===== src/design/mm4_pkg.sv =====
`timescale 1ns / 1ps
`default_nettype none

package mm4_pkg;

  localparam int DIM       = 4;
  localparam int FRAC_BITS = 16;
  localparam int CELLS     = DIM * DIM;
  localparam int DATA_W    = 32;
  localparam int INDEX_W   = 4;
  localparam int ADDR_W    = $clog2(CELLS);
  localparam int IDX_W     = $clog2(DIM);
  localparam int ACC_W     = 2 * DATA_W + $clog2(DIM) + 1;

  typedef struct packed {
    logic signed [DATA_W-1:0] a_value;
    logic signed [DATA_W-1:0] b_value;
  } operand_t;

  typedef struct packed {
    logic signed [DATA_W-1:0] product_value;
    logic [INDEX_W-1:0]       product_index;
    logic                     last_element;
  } product_t;

  typedef struct packed {
    logic               wr_en;
    logic [ADDR_W-1:0]  wr_addr;
    logic               rd_en;
    logic [ADDR_W-1:0]  a_addr;
    logic [ADDR_W-1:0]  b_addr;
    logic               first;
    logic               last;
    logic [INDEX_W-1:0] index;
    logic               last_elem;
  } ctrl_cmd_t;

  typedef struct packed {
    logic out_valid;
  } dp_status_t;

endpackage

`default_nettype wire


===== src/design/mm4_ctrl.sv =====
`timescale 1ns / 1ps
`default_nettype none

module mm4_ctrl (
  input  wire logic              clk,
  input  wire logic              rst,
  input  wire logic              operands_valid,
  output logic                   operands_ready,
  input  wire mm4_pkg::dp_status_t status,
  output mm4_pkg::ctrl_cmd_t     cmd
);

  localparam logic [1:0] S_LOAD  = 2'd0;
  localparam logic [1:0] S_ISSUE = 2'd1;
  localparam logic [1:0] S_WAIT  = 2'd2;

  localparam logic [mm4_pkg::ADDR_W-1:0] LAST_CELL = mm4_pkg::ADDR_W'(mm4_pkg::CELLS - 1);
  localparam logic [mm4_pkg::IDX_W-1:0]  LAST_IDX  = mm4_pkg::IDX_W'(mm4_pkg::DIM - 1);
  localparam logic [mm4_pkg::ADDR_W-1:0] DIM_A     = mm4_pkg::ADDR_W'(mm4_pkg::DIM);

  logic [1:0]                   state, state_next;
  logic [mm4_pkg::ADDR_W-1:0]   load_count, load_count_next;
  logic [mm4_pkg::IDX_W-1:0]    row, row_next;
  logic [mm4_pkg::IDX_W-1:0]    col, col_next;
  logic [mm4_pkg::IDX_W-1:0]    k, k_next;
  logic                         issue;
  logic                         accept;
  logic [mm4_pkg::ADDR_W-1:0]   elem;

  assign operands_ready = (state == S_LOAD);
  assign accept         = operands_valid && operands_ready;
  assign issue          = (state == S_ISSUE) && ((k != '0) || !status.out_valid);
  assign elem           = mm4_pkg::ADDR_W'(row) * DIM_A + mm4_pkg::ADDR_W'(col);

  always_comb begin
    cmd.wr_en     = accept;
    cmd.wr_addr   = load_count;
    cmd.rd_en     = issue;
    cmd.a_addr    = mm4_pkg::ADDR_W'(row) * DIM_A + mm4_pkg::ADDR_W'(k);
    cmd.b_addr    = mm4_pkg::ADDR_W'(k) * DIM_A + mm4_pkg::ADDR_W'(col);
    cmd.first     = (k == '0);
    cmd.last      = (k == LAST_IDX);
    cmd.index     = mm4_pkg::INDEX_W'(elem);
    cmd.last_elem = (elem == LAST_CELL);
  end

  always_comb begin
    state_next      = state;
    load_count_next = load_count;
    row_next        = row;
    col_next        = col;
    k_next          = k;
    unique case (state)
      S_LOAD: begin
        if (accept) begin
          if (load_count == LAST_CELL) begin
            load_count_next = '0;
            row_next        = '0;
            col_next        = '0;
            k_next          = '0;
            state_next      = S_ISSUE;
          end else begin
            load_count_next = load_count + 1'b1;
          end
        end
      end
      S_ISSUE: begin
        if (issue) begin
          if (k == LAST_IDX) begin
            k_next     = '0;
            state_next = S_WAIT;
          end else begin
            k_next = k + 1'b1;
          end
        end
      end
      S_WAIT: begin
        if (status.out_valid) begin
          if (row == LAST_IDX && col == LAST_IDX) begin
            state_next = S_LOAD;
          end else begin
            state_next = S_ISSUE;
            if (col == LAST_IDX) begin
              col_next = '0;
              row_next = row + 1'b1;
            end else begin
              col_next = col + 1'b1;
            end
          end
        end
      end
      default: begin
        state_next = S_LOAD;
      end
    endcase
  end

  always_ff @(posedge clk) begin
    if (rst) begin
      state      <= S_LOAD;
      load_count <= '0;
      row        <= '0;
      col        <= '0;
      k          <= '0;
    end else begin
      state      <= state_next;
      load_count <= load_count_next;
      row        <= row_next;
      col        <= col_next;
      k          <= k_next;
    end
  end

endmodule

`default_nettype wire


===== src/design/mm4_datapath.sv =====
`timescale 1ns / 1ps
`default_nettype none

module mm4_datapath (
  input  wire logic                clk,
  input  wire logic                rst,
  input  wire mm4_pkg::operand_t   operands,
  input  wire mm4_pkg::ctrl_cmd_t  cmd,
  output mm4_pkg::dp_status_t      status,
  output logic                     product_valid,
  input  wire logic                product_ready,
  output mm4_pkg::product_t        product
);

  localparam int ACC_W = mm4_pkg::ACC_W;
  localparam int PROD_W = 2 * mm4_pkg::DATA_W;

  localparam logic [ACC_W-1:0] RND_BIAS = ACC_W'((65'd1 << mm4_pkg::FRAC_BITS) - 65'd1);
  localparam logic signed [ACC_W-1:0] SAT_HI =
    {{(ACC_W - mm4_pkg::DATA_W){1'b0}}, 1'b0, {(mm4_pkg::DATA_W - 1){1'b1}}};
  localparam logic signed [ACC_W-1:0] SAT_LO =
    {{(ACC_W - mm4_pkg::DATA_W){1'b1}}, 1'b1, {(mm4_pkg::DATA_W - 1){1'b0}}};

  typedef struct packed {
    logic                        valid;
    logic                        first;
    logic                        last;
    logic [mm4_pkg::INDEX_W-1:0] index;
    logic                        last_elem;
  } stage_tag_t;

  logic [mm4_pkg::DATA_W-1:0] left_store  [mm4_pkg::CELLS];
  logic [mm4_pkg::DATA_W-1:0] right_store [mm4_pkg::CELLS];

  logic signed [mm4_pkg::DATA_W-1:0] a_rd, b_rd;
  logic signed [PROD_W-1:0]          prod;
  logic signed [ACC_W-1:0]           acc;
  logic signed [ACC_W-1:0]           prod_ext;
  logic signed [ACC_W-1:0]           rounded;
  logic signed [ACC_W-1:0]           quot;
  logic signed [mm4_pkg::DATA_W-1:0] sat_value;
  stage_tag_t                        tag1, tag2, tag3, tag4;

  always_ff @(posedge clk) begin
    if (cmd.wr_en) begin
      left_store[cmd.wr_addr]  <= operands.a_value;
      right_store[cmd.wr_addr] <= operands.b_value;
    end
    if (cmd.rd_en) begin
      a_rd <= left_store[cmd.a_addr];
      b_rd <= right_store[cmd.b_addr];
    end
  end

  assign prod_ext = {{(ACC_W - PROD_W){prod[PROD_W-1]}}, prod};
  assign rounded  = acc + (acc[ACC_W-1] ? RND_BIAS : '0);

  always_comb begin
    if (quot > SAT_HI) begin
      sat_value = SAT_HI[mm4_pkg::DATA_W-1:0];
    end else if (quot < SAT_LO) begin
      sat_value = SAT_LO[mm4_pkg::DATA_W-1:0];
    end else begin
      sat_value = quot[mm4_pkg::DATA_W-1:0];
    end
  end

  always_ff @(posedge clk) begin
    prod <= a_rd * b_rd;
    if (tag2.valid) begin
      acc <= tag2.first ? prod_ext : acc + prod_ext;
    end
    if (tag3.valid) begin
      quot <= rounded >>> mm4_pkg::FRAC_BITS;
    end
    if (tag4.valid) begin
      product <= {sat_value, tag4.index, tag4.last_elem};
    end
  end

  always_ff @(posedge clk) begin
    if (rst) begin
      tag1          <= '0;
      tag2          <= '0;
      tag3          <= '0;
      tag4          <= '0;
      product_valid <= 1'b0;
    end else begin
      tag1 <= {cmd.rd_en, cmd.first, cmd.last, cmd.index, cmd.last_elem};
      tag2 <= tag1;
      tag3 <= {tag2.valid && tag2.last, tag2.first, tag2.last, tag2.index, tag2.last_elem};
      tag4 <= tag3;
      if (tag4.valid) begin
        product_valid <= 1'b1;
      end else if (product_ready) begin
        product_valid <= 1'b0;
      end
    end
  end

  assign status.out_valid = product_valid;

endmodule

`default_nettype wire


===== src/design/matrix4x4_multiply.sv =====
// Fixed-point 4 x 4 matrix multiply, C = A * B, signed Q16.16 throughout.
// The operand channel carries one element of A and one of B per transaction,
// both in row-major order. After the sixteenth operand transaction the block
// computes C and sends its sixteen elements on the product channel in
// row-major order, each with its index, and marks the last one.
// Every element is the exact sum of four products, truncated toward zero to
// Q16.16 and saturated to the signed 32-bit range.
// The block accepts one operand transaction per cycle while loading. Each
// product element then takes four passes through the single shared
// multiply-accumulate, plus memory read, multiply, rounding and saturation.
// The operand channel is closed while C is computed and reopens while the
// last product element may still wait to be taken.
// When the receiver stalls, the current product element holds and the next
// one is not started. Reset returns the block to loading at element zero
// and drops any pending product; the operand stores are not cleared.
`timescale 1ns / 1ps
`default_nettype none

module matrix4x4_multiply (
  input  wire logic              clk,
  input  wire logic              rst,
  input  wire logic              operands_valid,
  output logic                   operands_ready,
  input  wire mm4_pkg::operand_t operands,
  output logic                   product_valid,
  input  wire logic              product_ready,
  output mm4_pkg::product_t      product
);

  mm4_pkg::ctrl_cmd_t cmd;
  mm4_pkg::dp_status_t status;

  mm4_ctrl u_ctrl (
    .clk            (clk),
    .rst            (rst),
    .operands_valid (operands_valid),
    .operands_ready (operands_ready),
    .status         (status),
    .cmd            (cmd)
  );

  mm4_datapath u_datapath (
    .clk           (clk),
    .rst           (rst),
    .operands      (operands),
    .cmd           (cmd),
    .status        (status),
    .product_valid (product_valid),
    .product_ready (product_ready),
    .product       (product)
  );

endmodule

`default_nettype wire


===== config.mk =====
export PLATFORM = sky130hd
export DESIGN_NAME = matrix4x4_multiply
export DESIGN_NICKNAME = d
export VERILOG_FILES = /design/src/design/mm4_pkg.sv /design/src/design/mm4_ctrl.sv /design/src/design/mm4_datapath.sv /design/src/design/matrix4x4_multiply.sv
export SDC_FILE = /design/constraint.sdc
export NUM_CORES = 2
export LEC_CHECK = 0
export BUFFER_PORTS_ARGS = -buffer_cell sky130_fd_sc_hd__buf_2
export CAP_MARGIN = 40
export CORE_MARGIN = 1.5
export CORE_UTILIZATION = 55
export DETAILED_ROUTE_END_ITERATION = 7
export GPL_TIMING_DRIVEN = 0
export PLACE_DENSITY_LB_ADDON = 0.05
export SYNTH_ARGS = -nofsm -noshare
export SYNTH_HDL_FRONTEND = slang
export SYNTH_SLANG_ARGS = --single-unit
export TNS_END_PERCENT = 20

===== constraint.sdc =====
create_clock -name clk -period 21.5 [get_ports clk]
set_input_delay 3.225 -clock clk [delete_from_list [all_inputs] [get_ports clk]]
set_output_delay 3.225 -clock clk [all_outputs]
set_load 0.005 [all_outputs]

# ---- Word level (Yosys, flattened, before mapping)
# Memories as Yosys holds them, arrays and structs flattened. A register that Yosys moved wholly into a read port is not among the register bits.
# Index checks and enable logic that the tools add are counted.
dict set report word_totals {
  reg_bits 260
  ram_bits 1024
  input_bits 68
  out_inout_bits 39
  elab_cells 101
  memories 2
}
dict set report classes {
  addsub 9
  n_mul 1
  order_cmp 2
  n_eq_ne 14
  mux 28
  reduce_logical 17
}
# memory depth word_bits rd rd_ports_with_merged_regs write_ports line_no
set memory_table {}
lappend memory_table {u_datapath.left_store 16 32 1 1 1 mm4_datapath.sv:32} ;# logic [mm4_pkg::DATA_W-1:0] left_store [mm4_pkg::CELLS];
lappend memory_table {u_datapath.right_store 16 32 1 1 1 mm4_datapath.sv:33} ;# logic [mm4_pkg::DATA_W-1:0] right_store [mm4_pkg::CELLS];
# op count
set ops {}
lappend ops {{adder 67 x 16 -> 67 bit} 1}
lappend ops {{adder 67 x 64 -> 67 bit} 1}
lappend ops {{2-to-1 mux 67 bit} 1}
lappend ops {{multiplier 32 x 32 -> 64 bit} 1}
lappend ops {{> comparator 51 x 32 -> 1 bit, second input constant} 1}
lappend ops {{less-than comparator 51 x 32 -> 1 bit, second input constant} 1}
lappend ops {{2-to-1 mux 32 bit} 1}
lappend ops {{2-to-1 mux 2 bit} 15}
lappend ops {{2-to-1 mux 16 bit} 1}
lappend ops {{adder 4 x 2 -> 4 bit} 3}
lappend ops {{one-hot mux 2 bit (2 select lines)} 3}
lappend ops {{AND reduction 5 bit} 2}
lappend ops {{== test 2 bit, second input constant} 4}
lappend ops {{== test 4 bit, second input constant} 2}
lappend ops {{inequality test 2 x 1 -> 1 bit, second input constant} 4}
lappend ops {{nonzero test 2 bit} 4}
lappend ops {{adder 2 x 1 -> 2 bit, second input constant} 3}
lappend ops {{inequality test 2 bit, second input constant} 3}
lappend ops {{one-hot mux 2 bit (3 select lines)} 1}
lappend ops {{AND reduction 6 bit} 1}
lappend ops {{2-to-1 mux 1 bit} 5}
lappend ops {{adder 4 x 1 -> 4 bit, second input constant} 1}
lappend ops {{logical AND 1 bit} 4}
lappend ops {{zero test 2 bit} 2}
lappend ops {{6 further kinds} 6}

# ---- Depth between registers and ports, before layout
dict set report depth {
  depth_word 5
  mapped_depth 30
  mapped_depth_nobuf 27
}

# ---- Hierarchy
# Synthesis repeated with hierarchy kept, for this count alone.
dict set report unflattened {
  cells_unflattened 6645
  area_unflattened_um2 89560.9
}
# mod instances cells_per_inst area_per_inst_um2 seq_area_each_um2
set modules_own_cells {}
lappend modules_own_cells {mm4_datapath 1 6559 88862.7 39187.6}
lappend modules_own_cells {mm4_ctrl 1 86 698.2 240.2}

# ---- Worst setup path after synthesis
# No wires, ideal clock.
dict set report synth_path {
  path_kind {input -> register}
  from {in operands_valid}
  to {mem u_datapath.left_store[3][0] (netlist name), enable pin}
  setup_ns 0.564
  arrival_ns 8.449
  required_time_ns 20.936
  path_slack_ns 12.487
  cell_stages 4
  n_path_buf 0
  path_cell_list {inv_1 -> nor3_1 -> nand2_1 -> nor3_1}
}
dict set report synth_between {
  elab_chain_cells 3
}
# element line_no
set synth_lines {}
lappend synth_lines {{start, declared} matrix4x4_multiply.sv:22} ;# input wire logic operands_valid,
lappend synth_lines {{logical AND 1 bit} mm4_ctrl.sv:31} ;# assign accept = operands_valid && operands_ready;
lappend synth_lines {{2-to-1 mux 1 bit} mm4_datapath.sv:45} ;# if (cmd.wr_en) begin
lappend synth_lines {{2-to-1 mux 1 bit (implied by the code)} mm4_datapath.sv:46} ;# left_store[cmd.wr_addr] <= operands.a_value;
lappend synth_lines {{end, declared} mm4_datapath.sv:32}
# No other way between the ends.

# ---- Worst setup path in the final report
dict set report layout_path {
  from {reg u_datapath.b_rd[2] (netlist name) (read register of u_datapath.right_store)}
  to {reg u_datapath.prod[62]}
}
dict set report layout_between {
  elab_chain_cells 1
}
# element line_no
set layout_lines {}
lappend layout_lines {{start, declared} mm4_datapath.sv:35} ;# logic signed [mm4_pkg::DATA_W-1:0] a_rd, b_rd;
lappend layout_lines {{multiplier 32 x 32 -> 64 bit} mm4_datapath.sv:69} ;# prod <= a_rd * b_rd;
lappend layout_lines {{end signal, assigned} mm4_datapath.sv:69}
lappend layout_lines {{end, declared} mm4_datapath.sv:36} ;# logic signed [PROD_W-1:0] prod;
# No other way between the ends.
# A chain may end at the register's enable or synchronous reset.

==> results.toml <==
[run_status]
status = "complete, no violations"

[timing]
tightestPinTransition_ps = 967
maxSlewViolCount = 0
grt_setup_unrepaired = "false"
max_slew_margin_pct = 35.5
hold_viol_final = 0
min_period_over_period_pct = 45.6
finalClockSkew_ps = 40.2
fmax_ghz = 0.102
tns_ps = 0
setup_viol = 0
min_period_ps = 9800

[setup_path]
slowest_delay_ps = 820
cp_top_family = "adder cells"
path_buf_inv = 3
cp_cell_sequence = "clkbuf_1, nand2_1, inv_1, fa_1, fa_1, fa_2, fa_1, fa_1, fa_1, fa_1, fa_1, ha_1, and2_1, a221o_1, nor3_1, o211ai_1, o21ai_1, a211oi_1, or3_1, clkbuf_1, a31oi_1, o21ai_1, xor2_1"
path_max_fanout = 11
critical_path_class = "flop to flop"
cp-end-kind = "flop"
critPathSlowestCell = "fa_2"
cp_data_arrival_time_ps = 10490
critPathLaunchType = "flop"
cp_data_required_time_ps = 22190
cpMostUsedCell = "fa_1"

[synthesis]
synthCells = 6711
synth-adder-area-share_pct = 27.9
synth_compound_area_share_pct = 3.55
syn_nets = 8135
synth_xor_area_share_pct = 1.80
synth.most_common_cell = "edfxtp_1"
syn-cell-area_um2 = 89800
synth_top_family_by_area = "adder cells"
yosys.area.top_type = "edfxtp_1"
ys_ff_latch = 1348
async_reset_ff_share_pct = 0
synth_mux_area_share_pct = 8.13
ys.warnings.count = 0
ys_seq_area_share_pct = 43.9
synth_area_leaders = "edfxtp_1, fa_1, mux4_2, inv_1, ha_1"
ys.flop_type = "edfxtp_1"
synth-edff-count = 1243
synth_common_cells = "edfxtp_1, fa_1, inv_1"
synth_top_area_share_pct = 41.6
postSynthAreaPerCell_um2 = 13.4
synth_cell_types = 88
synthSimpleGateAreaFrac_pct = 9.03

[worst_hold_path]
hp-class = "flop to flop"

[cells_and_area]
regArea_um2 = 39400
n_fill_cell = 12572
area_growth_syn_to_layout_pct = 12.7
finish.net_count = 8623
multi_input_area_um2 = 45500
final_cells = 9499
final_cell_area_um2 = 101000
drive_gt1_share_pct = 12.5

[floorplan]
die_y_um = 407
io_pins = 107
core_area_um2 = 162000
dieArea_um2 = 166000
core.rowCount = 148
chipWidth_um = 407
start_util_pct = 55.3

[routing]
wl_per_cell_um = 28.6
viasPerCell = 5.85
ant_nets = 0
drc = 0
drt_iter0_drc = 5392
vias = 55600
firstDrtPassIters = 8
drt-total-wl_um = 272000

[clocking]
cts.clk_slew.worst_paths_ps = 60
post_cts_resize_count = 0
cts_sinks = 1348
cts_max_level = 4
cts_tree = "built"
holdBufCountCts = 0
clockBufferDepth = 3
root_buffer = "clkbuf_16"
cts_buffers = 142
clock_latency_ps = 820
cts_setup_buffers = 0

[grt]
track_usage_pct = 33.4
grt_pass1_wl_um = 396000
grt_remaining_overflow = 0
grt_antenna_before_repair = 28
grt_max_degree = 52
grt_pass1_vias = 58040

[power]
power.leakage_nw = 39.6
peakVddDrop_mv = 0.0863
power_density_nw_per_um2 = 53.4

[placed_design]
dp_cells = 9226
port_buffers = 106
place_area_um2 = 96600
place_congestion = 1.03
dp_hpwl_um = 218000

[job]
drv_cap = 0
## stage by stage
step,util [%],hold slack (ps),power (W),worst slack (ps)
finish,62.3,409,0.00541,11700
global route,62.3,417,0.00555,11410
CTS,62.3,413,0.00545,11680
detailed placement,59.5,393,0.00306,11750
global placement,57.3,389,0.00305,5650
floorplan,-,386,0.00299,12490
## per-layer routing
layer | track usage [%] | vias to the layer above | routed length, um | part of all wire [%]
li1 | - | 23471 | - | -
met1 | 45.3 | 29196 | 109000 | 40
met2 | 54.0 | 2380 | 129000 | 47
met3 | 5.92 | 533 | 21000 | 7.7
met4 | 13.5 | 20 | 12900 | 4.8
met5 | 0 | - | 129 | 0.048
## power breakdown
part	total [W]	switching [W]	internal, W
clock	0.00240	0.00104	0.00136
combinational	0.000111	0.0000744	0.0000363
sequential	0.00289	0.00000587	0.00288
total	0.00541	0.00113	0.00428
## cell usage in the layout (no fill, tap or decap), types with 17 or more instances in the layout
| master | netlist | layout |
|---|---|---|
| buf_8 | 0 | 69 |
| and2_1 | 509 | 509 |
| edfxtp_1 | 1243 | 1243 |
| clkinv_1 | 0 | 34 |
| nand4_1 | 51 | 51 |
| nor3_1 | 33 | 29 |
| o21ai_0 | 131 | 131 |
| nor2_1 | 133 | 121 |
| a21o_1 | 58 | 58 |
| xnor2_1 | 124 | 124 |
| nand2_1 | 721 | 721 |
| mux4_2 | 320 | 320 |
| a21oi_1 | 133 | 132 |
| buf_1 | 27 | 27 |
| clkbuf_16 | 0 | 145 |
| a211oi_1 | 17 | 17 |
| buf_16 | 0 | 19 |
| o21a_1 | 21 | 21 |
| nor2b_1 | 45 | 45 |
| clkbuf_1 | 306 | 340 |
| clkinv_2 | 0 | 18 |
| and3_1 | 22 | 22 |
| xor2_1 | 59 | 59 |
| buf_6 | 0 | 81 |
| inv_1 | 1011 | 1011 |
| a31oi_1 | 25 | 25 |
| fa_1 | 1083 | 1082 |
| nand3_1 | 51 | 51 |
| ha_1 | 273 | 273 |
| dfxtp_1 | 105 | 102 |
| buf_2 | 5 | 117 |
| buf_12 | 0 | 33 |
| buf_4 | 1 | 31 |
| nand2b_1 | 29 | 29 |
## sequential cells by signal, summed over array words and instances (netlist names)
register,count
u_ctrl.col,2
u_ctrl.k,2
u_ctrl.load_count,4
u_ctrl.row,2
u_ctrl.state,2
u_datapath.a_rd,32
u_datapath.acc,67
u_datapath.b_rd,32
u_datapath.left_store,512
u_datapath.prod,64
u_datapath.product,37
u_datapath.product_valid,1
u_datapath.quot,51
u_datapath.right_store,512
u_datapath.tag1,8
u_datapath.tag2,8
u_datapath.tag3,6
u_datapath.tag4,6
## path summary, 6_finish.rpt
check / from / end / slack [ps] / cells after the start
worst min-delay path: u_datapath.tag4[1] / u_datapath.product[1] / 410 / 0
worst max-delay path: u_datapath.b_rd[2] / u_datapath.prod[62] / 11700 / 23
worst min register to register: u_datapath.tag4[1] / u_datapath.product[1] / 410 / 0
worst max register to register: u_datapath.b_rd[2] / u_datapath.prod[62] / 11700 / 23
## kinds of logic (layout without fill, tap and decap cells)
group / count (synthesis) / count (layout)
compound gates: 497 / 497
fa+ha+maj: 1356 / 1356
xor+xnor: 184 / 184
mux: 329 / 329
flops: 1348 / 1348
other cells: 0 / 8
buf+inv: 1351 / 1956
simple gates: 1646 / 1646
## cell type report
class	count	area share, %
inverter	1012	3.75
antenna	8	0.0198
buffer	339	1.27
clock inverter	80	0.784
clock buffer	181	3.74
timing repair buffer	344	3.87
tap	2175	2.69
sequential	1348	39.0
multi-input combinational	4012	44.9
Note: power is estimated with default switching activity, not from simulation.
